[src/design/mofb_pkg.sv]
// ----------------------------------------------------------------------------
// mofb_pkg
// Shared types, constants and limit tables for the momentum observer block.
// ----------------------------------------------------------------------------
package mofb_pkg;

    localparam int JOINTS = 7;
    localparam int JW     = $clog2(JOINTS);
    localparam int JCW    = $clog2(JOINTS + 1);

    localparam logic [1:0] CFG_OBSERVER_GAIN = 2'd0;
    localparam logic [1:0] CFG_SAMPLE_PERIOD = 2'd1;
    localparam logic [1:0] CFG_FEEDBACK_GAIN = 2'd2;

    localparam logic [1:0] PH_CALIB    = 2'd2;
    localparam logic [1:0] PH_FEEDBACK = 2'd3;

    typedef enum logic [3:0] {
        ST_IDLE,
        ST_INTEG,
        ST_RESID,
        ST_CHECK,
        ST_CLOSE,
        ST_BIAS_DIV,
        ST_BIAS_WR,
        ST_SCALE,
        ST_FB_MUL,
        ST_FB_OUT,
        ST_EMIT
    } state_t;

    // commands from controller to datapath
    typedef struct packed {
        logic load_item;
        logic do_integ;
        logic do_resid;
        logic check_div;
        logic close_tick;
        logic div_start;
        logic bias_write;
        logic calc_scale;
        logic fb_mul;
        logic fb_out;
        logic clr_k;
        logic inc_k;
    } cmd_t;

    // status from datapath to controller
    typedef struct packed {
        logic closing;
        logic k_last;
        logic calib_phase;
        logic div_busy;
        logic out_busy;
    } sts_t;

    function automatic logic signed [31:0] reset_limit(input logic [JW-1:0] k);
        unique case (k)
            3'd0:    reset_limit = 32'sd1966080;
            3'd1:    reset_limit = 32'sd3276800;
            3'd2:    reset_limit = 32'sd3276800;
            3'd3:    reset_limit = 32'sd1966080;
            3'd4:    reset_limit = 32'sd786432;
            3'd5:    reset_limit = 32'sd786432;
            default: reset_limit = 32'sd524288;
        endcase
    endfunction

    function automatic logic signed [31:0] clamp_limit(input logic [JW-1:0] k);
        unique case (k)
            3'd0:    clamp_limit = 32'sd524288;
            3'd1:    clamp_limit = 32'sd786432;
            3'd2:    clamp_limit = 32'sd786432;
            3'd3:    clamp_limit = 32'sd524288;
            3'd4:    clamp_limit = 32'sd196608;
            3'd5:    clamp_limit = 32'sd196608;
            default: clamp_limit = 32'sd131072;
        endcase
    endfunction

    function automatic logic signed [31:0] rate_limit(input logic [JW-1:0] k);
        unique case (k)
            3'd0:    rate_limit = 32'sd5242880;
            3'd1:    rate_limit = 32'sd7864320;
            3'd2:    rate_limit = 32'sd7864320;
            3'd3:    rate_limit = 32'sd5242880;
            3'd4:    rate_limit = 32'sd2621440;
            3'd5:    rate_limit = 32'sd2621440;
            default: rate_limit = 32'sd1966080;
        endcase
    endfunction

    // round half up of a Q.16 product, then saturate to 32 bits
    function automatic logic signed [31:0] rnd_sat(input logic signed [63:0] v);
        logic signed [63:0] r;
        r = (v + 64'sd32768) >>> 16;
        if (r > 64'sd2147483647)
            rnd_sat = 32'sh7FFFFFFF;
        else if (r < -64'sd2147483648)
            rnd_sat = 32'sh80000000;
        else
            rnd_sat = r[31:0];
    endfunction

    function automatic logic signed [33:0] clamp_sym(input logic signed [33:0] v,
                                                     input logic signed [33:0] lim);
        if (v > lim)
            clamp_sym = lim;
        else if (v < -lim)
            clamp_sym = -lim;
        else
            clamp_sym = v;
    endfunction

endpackage

[src/design/mofb_ctrl.sv]
// ----------------------------------------------------------------------------
// mofb_ctrl
// Sequencer for the per-joint update and the tick-closing sweeps.
// ----------------------------------------------------------------------------
module mofb_ctrl (
    input  logic             clk,
    input  logic             rst_n,
    input  logic             in_fire,
    input  mofb_pkg::sts_t   sts,
    output logic             in_ready,
    output mofb_pkg::cmd_t   cmd
);

    mofb_pkg::state_t state_reg, state_next;

    always_ff @(posedge clk or negedge rst_n)
    begin
        if (!rst_n)
            state_reg <= mofb_pkg::ST_IDLE;
        else
            state_reg <= state_next;
    end

    always_comb
    begin
        state_next = state_reg;
        unique case (state_reg)
            mofb_pkg::ST_IDLE:     if (in_fire) state_next = mofb_pkg::ST_INTEG;
            mofb_pkg::ST_INTEG:    state_next = mofb_pkg::ST_RESID;
            mofb_pkg::ST_RESID:    state_next = sts.closing ? mofb_pkg::ST_CHECK
                                                            : mofb_pkg::ST_IDLE;
            mofb_pkg::ST_CHECK:    if (sts.k_last) state_next = mofb_pkg::ST_CLOSE;
            mofb_pkg::ST_CLOSE:    state_next = sts.calib_phase ? mofb_pkg::ST_BIAS_DIV
                                                                : mofb_pkg::ST_SCALE;
            mofb_pkg::ST_BIAS_DIV: state_next = mofb_pkg::ST_BIAS_WR;
            mofb_pkg::ST_BIAS_WR:
                if (!sts.div_busy)
                    state_next = sts.k_last ? mofb_pkg::ST_SCALE : mofb_pkg::ST_BIAS_DIV;
            mofb_pkg::ST_SCALE:    state_next = mofb_pkg::ST_FB_MUL;
            mofb_pkg::ST_FB_MUL:   state_next = mofb_pkg::ST_FB_OUT;
            mofb_pkg::ST_FB_OUT:   state_next = mofb_pkg::ST_EMIT;
            mofb_pkg::ST_EMIT:
                if (!sts.out_busy)
                    state_next = sts.k_last ? mofb_pkg::ST_IDLE : mofb_pkg::ST_FB_MUL;
            default:               state_next = mofb_pkg::ST_IDLE;
        endcase
    end

    always_comb
    begin
        cmd      = '0;
        in_ready = 1'b0;
        unique case (state_reg)
            mofb_pkg::ST_IDLE:
            begin
                in_ready      = 1'b1;
                cmd.load_item = in_fire;
            end
            mofb_pkg::ST_INTEG: cmd.do_integ = 1'b1;
            mofb_pkg::ST_RESID:
            begin
                cmd.do_resid = 1'b1;
                cmd.clr_k    = 1'b1;
            end
            mofb_pkg::ST_CHECK:
            begin
                cmd.check_div = 1'b1;
                cmd.inc_k     = 1'b1;
            end
            mofb_pkg::ST_CLOSE:
            begin
                cmd.close_tick = 1'b1;
                cmd.clr_k      = 1'b1;
            end
            mofb_pkg::ST_BIAS_DIV: cmd.div_start = 1'b1;
            mofb_pkg::ST_BIAS_WR:
                if (!sts.div_busy)
                begin
                    cmd.bias_write = 1'b1;
                    cmd.inc_k      = !sts.k_last;
                    cmd.clr_k      = sts.k_last;
                end
            mofb_pkg::ST_SCALE: cmd.calc_scale = 1'b1;
            mofb_pkg::ST_FB_MUL: cmd.fb_mul = 1'b1;
            mofb_pkg::ST_FB_OUT: cmd.fb_out = 1'b1;
            mofb_pkg::ST_EMIT:
                if (!sts.out_busy)
                    cmd.inc_k = !sts.k_last;
            default: ;
        endcase
    end

endmodule

[config.mk]
export PLATFORM = sky130hd
export DESIGN_NAME = mofb_ctrl
export DESIGN_NICKNAME = d
export VERILOG_FILES = /design/src/design/mofb_pkg.sv /design/src/design/mofb_ctrl.sv
export SDC_FILE = /design/constraint.sdc
export NUM_CORES = 1
export LEC_CHECK = 0
export ABC_AREA = 1
export BUFFER_PORTS_ARGS = -buffer_cell sky130_fd_sc_hd__buf_2
export CAP_MARGIN = 40
export CORE_AREA = 2 2 39 41
export CTS_CLUSTER_DIAMETER = 150
export DETAILED_ROUTE_END_ITERATION = 8
export DIE_AREA = 0 0 41 43
export PLACE_DENSITY = 0.69
export SLEW_MARGIN = 20
export SYNTH_ARGS = -nofsm -noshare
export SYNTH_HDL_FRONTEND = slang
export SYNTH_SLANG_ARGS = --single-unit
[constraint.sdc]
create_clock -name clk -period 3 [get_ports clk]
set_clock_uncertainty 0.15 [all_clocks]
set_input_delay 0.45 -clock clk [delete_from_list [all_inputs] [get_ports clk]]
set_output_delay 0.45 -clock clk [all_outputs]
set_load 0.05 [all_outputs]
==> impl_metrics.py, run 1 <==
metrics = {
    "synth": {
        "ys_seq_area_share_pct": 22.79,
        "synthSimpleGateAreaFrac_pct": 54.13,
        "synth_fp_nets": 88,
        "synth.area.mux_share_pct": 0,
        "synthCells": 80,
        "yosysWarnings": 0,
        "synthesis.area_um2": 439.2,
        "synth_compound_area_share_pct": 6.838,
        "synth.distinct_cells": 13,
        "avgSynthCellArea_um2": 5.490,
        "synth_top_family_by_area": "simple AND/OR/NAND/NOR gates",
        "synth-xor-area-share_pct": 0,
        "synth-seq-cells": 4,
        "synth_fa_ha_area_share_pct": 0,
    },
    "setup_path": {
        "cp.arrival_ps": 1530,
        "crit_path_end_kind": "output pin",
        "worst-path-buf-inv": 2,
        "cp-start-kind": "register",
        "reg2reg_setup_slack_ps": 1630,
        "path_class": "reg2out",
        "max_stage_delay_ps": 440,
        "crit_family": "flip-flops",
        "cpMaxStageDelayCell": "dfrtp_1",
        "crit_fanout": 7,
        "worstPathCellList": "nor2_4 > inv_2 > nor2_2 > nand2_1 > o21ai_1 > buf_2",
        "cp.required_ps": 2400,
    },
    "clocking": {
        "cts_tree": "built",
        "cts-resized-gates": 0,
        "cts_sinks": 4,
        "clkLatencyLatePin_ps": 240,
        "numCtsBuffers": 3,
        "root_buffer": "clkbuf_4",
        "clk_pin_slew_ps": 40,
        "cts_buffer_depth": 2,
        "htreeDepth": 1,
    },
    "sta": {
        "setup_viol": 0,
        "finalWorstPathRequiredPeriod_ps": 2128,
        "drv_slew": 0,
        "fin_tns_setup_ps": 0,
        "max_slew_margin_pct": 83.10,
        "clock.fmax_ghz": 0.4700,
        "rsz0062_at_grt": "false",
        "finalHoldViolCount": 0,
        "worst_slew_pin_slew_ps": 255.3,
        "period_share_pct": 70.93,
    },
    "grt": {
        "grt_pass1_wl_um": 1897,
        "grt.total_usage_pct": 15.61,
        "overflow": 0,
        "antenna_found_initial": 0,
        "grt_max_degree": 8,
        "grt_pass1_vias": 487,
    },
    "finish": {
        "nets": 114,
        "stdcell_area_um2": 591.8,
        "multi_input_area_um2": 267.8,
        "area_delta_synth_final_pct": 34.76,
        "regArea_um2": 100.1,
        "fillers": 162,
        "largest_register_ffs": 4,
        "drive_gt1_share_pct": 33.65,
        "n_antenna_cell": 0,
    },
    "detailed_routing": {
        "drtIter0Drc": 11,
        "drt_first_pass_iters": 4,
        "ant_nets": 0,
        "routed_wl_um": 1120,
        "wl_per_cell_um": 9.333,
        "viasPerCell": 4.667,
        "num_vias": 560,
        "drc": 0,
    },
    "placed_design": {
        "io_buffers": 20,
        "place_congestion": 0.8360,
        "post_dp_cell_area_um2": 559.3,
        "place_hpwl_um": 934.9,
    },
    "die": {
        "core_area_mm2": 0.001384,
        "top_level_ports": 21,
        "die_h_um": 43,
        "start_util_pct": 31.74,
        "die_w_um": 41,
        "rows": 14,
        "die_area_mm2": 0.001763,
    },
    "power_and_ir_drop": {
        "leakage_nw": 0.3962,
        "p_per_area_mw_per_mm2": 1229,
        "peakVddDrop_v": 0.0004306,
    },
    "status": {
        "outcome": "finished, final reports clean",
    },
    "run": {
        "max-cap-violations": 0,
    },
    "min_path": {
        "hp-class": "in2reg",
    },
}
==> cell usage in the layout, fill, tap and decap left out <==
cell type	instances
inv_1	14
nor2_2	3
clkbuf_4	3
buf_2	20
nor2_1	12
dlygate4sd3_1	1
dfrtp_1	4
nand3_2	2
nor3_1	1
inv_2	5
nand2_1	23
o21ai_0	4
nor2_4	2
nand3_1	8
a21oi_1	1
o21ai_1	1
==> metal layers <==
metal	part of all wire [%]	vias to the layer above	GRT usage [%]
met5	0	-	0
li1	-	289	-
met2	49	10	23.44
met4	1.8	0	10.00
met1	45	259	20.13
met3	3.8	2	1.571
==> timing repair <==
action | in CTS | in global routing
hold buffers | 1 | 0
hold endpoints to repair | 4 | 0
buffers inserted | 0 | 0
endpoints found under the setup margin | 0 | 0
==> area by class of cell <==
class	instances	area share (%)
Clock buffer	3	3.805
Inverter	19	12.05
Tap cell	16	3.383
Multi-Input combinational cell	57	45.24
Sequential cell	4	16.91
Timing Repair Buffer	21	18.60
==> synthesized netlist by cell type <==
cell / count / area [um2]
nand2_1: 23 / 86.33
inv_1: 14 / 52.55
nor2_1: 12 / 45.04
nand3_1: 8 / 40.04
inv_2: 5 / 18.77
dfrtp_1: 4 / 100.1
o21ai_0: 4 / 20.02
nor2_2: 3 / 18.77
nand3_2: 2 / 20.02
nor2_4: 2 / 22.52
a21oi_1: 1 / 5.000
nor3_1: 1 / 5.000
o21ai_1: 1 / 5.000
==> metrics by stage <==
stage	instances	power, mW	hold WS [ps]	worst slack, ps	utilization, %
2_1_floorplan	80	0.5512	4.409	407.3	-
3_5_place_dp	116	0.6595	108.2	1128	40.42
5_1_grt	120	0.7891	346.1	752.6	42.77
3_3_place_gp	116	0.6584	106.6	1138	40.42
4_1_cts	120	0.7331	329.2	865.1	42.77
6_report	120	0.7273	329.4	872.2	42.77
==> worst min-delay path, cell delays in order <==
cell	delay, ps
buf_2	110
nand3_2	70
nand2_1	50
==> where the power goes <==
part / switching (mW) / leakage (nW) / total, mW / internal, mW
logic: 0.416 / 0.331 / 0.545 / 0.129
clock network: 0.0239 / 0.0138 / 0.0688 / 0.0449
registers: 0.0357 / 0.0516 / 0.114 / 0.0778
==> kinds of logic after synthesis <==
group | after synthesis
buffers and inverters | 19
flip-flops | 4
AND/OR/NAND/NOR | 51
AO/OA/AOI/OAI | 6
==> path summary, 6_finish.rpt <==
| path | endpoint | startpoint | depth (start not counted) |
|---|---|---|---|
| setup reg to reg | state_reg[1]$_DFFE_PN0P_ | state_reg[3]$_DFFE_PN0P_ | 6 |
| hold / removal | state_reg[2]$_DFFE_PN0P_ | sts[1] | 3 |
| min in group asynchronous | state_reg[2]$_DFFE_PN0P_ | rst_n | 2 |
| setup / recovery | cmd[1] | state_reg[3]$_DFFE_PN0P_ | 6 |
| max in group asynchronous | state_reg[0]$_DFFE_PN0P_ | rst_n | 2 |
| hold reg to reg | state_reg[1]$_DFFE_PN0P_ | state_reg[1]$_DFFE_PN0P_ | 2 |
Note: power is estimated with default switching activity, not from simulation.
==> run 2, diff against run 1 <==
Settings changed: ABC_AREA 1 to 0, PLACE_DENSITY 0.69 to 0.75.
Clock period 3 ns to 2.08 ns, I/O delays scaled along.
==> run 2 against run 1 <==
Effect of this change:
- first-iteration DRC count is the same
- hold slack worse by 87 ps
- sequential share of layout area down 2.0 points
- register-to-register slack got worse by 1300 ps
- final area is 16% higher
- wire length rose by 17%
- critical path depth is 2 lower
- critical endpoint is now cmd[0]
==> impl_metrics.py, run 2 <==
metrics = {
    "placed_design": {
        "place_congestion": 0.8602,
        "place_hpwl_um": 989.7,
        "post_dp_cell_area_um2": 645.6,
        "io_buffers": 20,
    },
    "clocking": {
        "clk_pin_slew_ps": 40,
        "cts_sinks": 4,
        "root_buffer": "clkbuf_4",
        "cts_buffer_depth": 2,
        "cts_tree": "built",
        "numCtsBuffers": 3,
        "htreeDepth": 1,
        "clkLatencyLatePin_ps": 230,
    },
    "detailed_routing": {
        "drtIter0Drc": 11,
        "routed_wl_um": 1306,
        "num_vias": 527,
        "ant_nets": 0,
        "wl_per_cell_um": 13.19,
        "drc": 0,
        "drt_first_pass_iters": 4,
        "viasPerCell": 5.323,
    },
    "finish": {
        "utilization_pct": 49.64,
        "largest_register_ffs": 4,
        "layout_commonest_cell": "buf_2",
        "drive_gt1_share_pct": 50.60,
        "area_delta_synth_final_pct": 35.56,
        "stdcell_area_um2": 686.9,
        "final_cell_mix": "19 x buf_2, 8 x nor2_1, 6 x buf_4",
        "n_antenna_cell": 0,
        "nets": 93,
        "fillers": 138,
    },
    "setup_path": {
        "r2r_cells": 5,
        "cp.arrival_ps": 1570,
        "r2r-end": "state_reg[1]$_DFFE_PN0P_",
        "rr_startpoint": "state_reg[3]$_DFFE_PN0P_",
        "reg2reg_setup_slack_ps": 290,
        "cp-start-kind": "register",
        "crit_fanout": 8,
        "path_class": "reg2out",
        "cp.required_ps": 1620,
        "crit_path_end_kind": "output pin",
    },
    "synth": {
        "yosysMostFrequentCell": "nor2_1",
        "synth.distinct_cells": 31,
        "synth_top_area_cell": "dfrtp_1",
        "avgSynthCellArea_um2": 8.589,
        "yosys.area.top_type_share_pct": 19.75,
        "synth_ff_type": "dfrtp_1",
        "synthCells": 59,
        "synthTopCellsByArea": "dfrtp_1 20%, buf_6 6.7%, nor2_1 5.9%",
        "synth_fp_nets": 67,
        "synth-seq-cells": 4,
        "yosysWarnings": 0,
        "async_flop_share_pct": 100.0,
        "synthesis.area_um2": 506.7,
        "ys_seq_area_share_pct": 19.75,
        "synth_edf_count": 0,
        "yosys-top-cells-count": "8 x nor2_1, 5 x nor3_1, 4 x dfrtp_1, 4 x nand2b_1",
    },
    "die": {
        "die_h_um": 43,
        "start_util_pct": 36.62,
        "top_level_ports": 21,
        "rows": 14,
        "die_area_mm2": 0.001763,
        "core_area_mm2": 0.001384,
        "die_w_um": 41,
    },
    "sta": {
        "period_share_pct": 97.67,
        "drv_slew": 0,
        "finalWorstPathRequiredPeriod_ps": 2032,
        "worst_slew_pin_slew_ps": 287.2,
        "max_slew_margin_pct": 80.85,
        "clock.fmax_ghz": 0.4922,
        "finalHoldViolCount": 0,
        "setup_viol": 0,
    },
    "grt": {
        "antenna_found_initial": 0,
        "grt_pass1_vias": 476,
        "overflow": 0,
        "grt_max_degree": 14,
        "grt_pass1_wl_um": 2076,
        "grt.total_usage_pct": 17.20,
    },
    "min_path": {
        "holdPathEnd": "state_reg[3]$_DFFE_PN0P_",
        "hold_start": "sts[0]",
        "hp-class": "in2reg",
        "hold_depth": 3,
    },
    "run": {
        "max-cap-violations": 0,
    },
    "status": {
        "outcome": "finished, final reports clean",
    },
}
[run 2: cells by family (layout without fill, tap and decap cells)]
logic type,count (synthesis),after routing,share of synthesized area [%]
and+or+nand+nor,31,31,39.01
AOI/OAI and AO/OA,16,16,26.92
buffers and inverters,7,31,11.36
DFF,4,4,19.75
muxes,1,1,2.962
[run 2: routing by layer]
layer | share of wire (%) | routed length [um] | track usage [%] | vias to the layer above
li1 | - | - | - | 262
met1 | 43 | 565 | 22.65 | 245
met2 | 51 | 662 | 25.31 | 18
met3 | 4.4 | 58 | 3.141 | 2
met4 | 1.5 | 19 | 9.333 | 0
met5 | 0 | 0 | 0 | -
[run 2: cell type report]
cell class	instances	area (um2)	share of cell area [%]
sequential	4	102.6	14.94
multi-input combinational	48	376.6	54.83
timing repair buffer	27	161.4	23.50
inverter	1	3.754	0.5464
clock buffer	3	22.52	3.279
tap	16	20.02	2.914
[run 2: through the flow]
| step | setup WS (ps) | std cells | hold WS (ps) | setup TNS, ps |
|---|---|---|---|---|
| 4_1_cts | 9.652 | 99 | 233.1 | 0 |
| 3_5_place_dp | 230.3 | 95 | -26.03 | 0 |
| 3_3_place_gp | 257.0 | 95 | -30.88 | 0 |
| 2_1_floorplan | -215.6 | 59 | -133.6 | -892.3 |
| 5_1_grt | -13.02 | 99 | 241.7 | -13.02 |
| 6_report | 48.45 | 99 | 242.0 | 0 |
[run 2: repair_timing]
| item | CTS | global route |
|---|---|---|
| endpoints found under the setup margin | 1 | 4 |
| hold endpoints to repair | 4 | 0 |
| hold buffers | 1 | 0 |
| gates resized for setup | 1 | 3 |
| setup buffers | 0 | 0 |
[run 2: critical path: stages, from the launching register on]
cell,delay [ps]
dfrtp_2,450
nand2b_1,210
o22a_1,240
o31ai_4,240
buf_6,190
[run 2: how the worst max path moves through the flow]
stage | from | end | slack, ps | depth (start not counted)
floorplan | state_reg[2]$_DFFE_PN0P_ | cmd[11] | -220 | 4
global placement | state_reg[2]$_DFFE_PN0P_ | cmd[0] | 260 | 4
detailed placement | state_reg[2]$_DFFE_PN0P_ | cmd[0] | 230 | 4
CTS | state_reg[2]$_DFFE_PN0P_ | cmd[0] | 10 | 4
global route | state_reg[2]$_DFFE_PN0P_ | cmd[0] | -10 | 4
finish | state_reg[2]$_DFFE_PN0P_ | cmd[0] | 50 | 4
Power of run 2 is left out: the tool's default activity adds up to more than one toggle a clock period on the data nets, which glitch-free logic cannot reach.
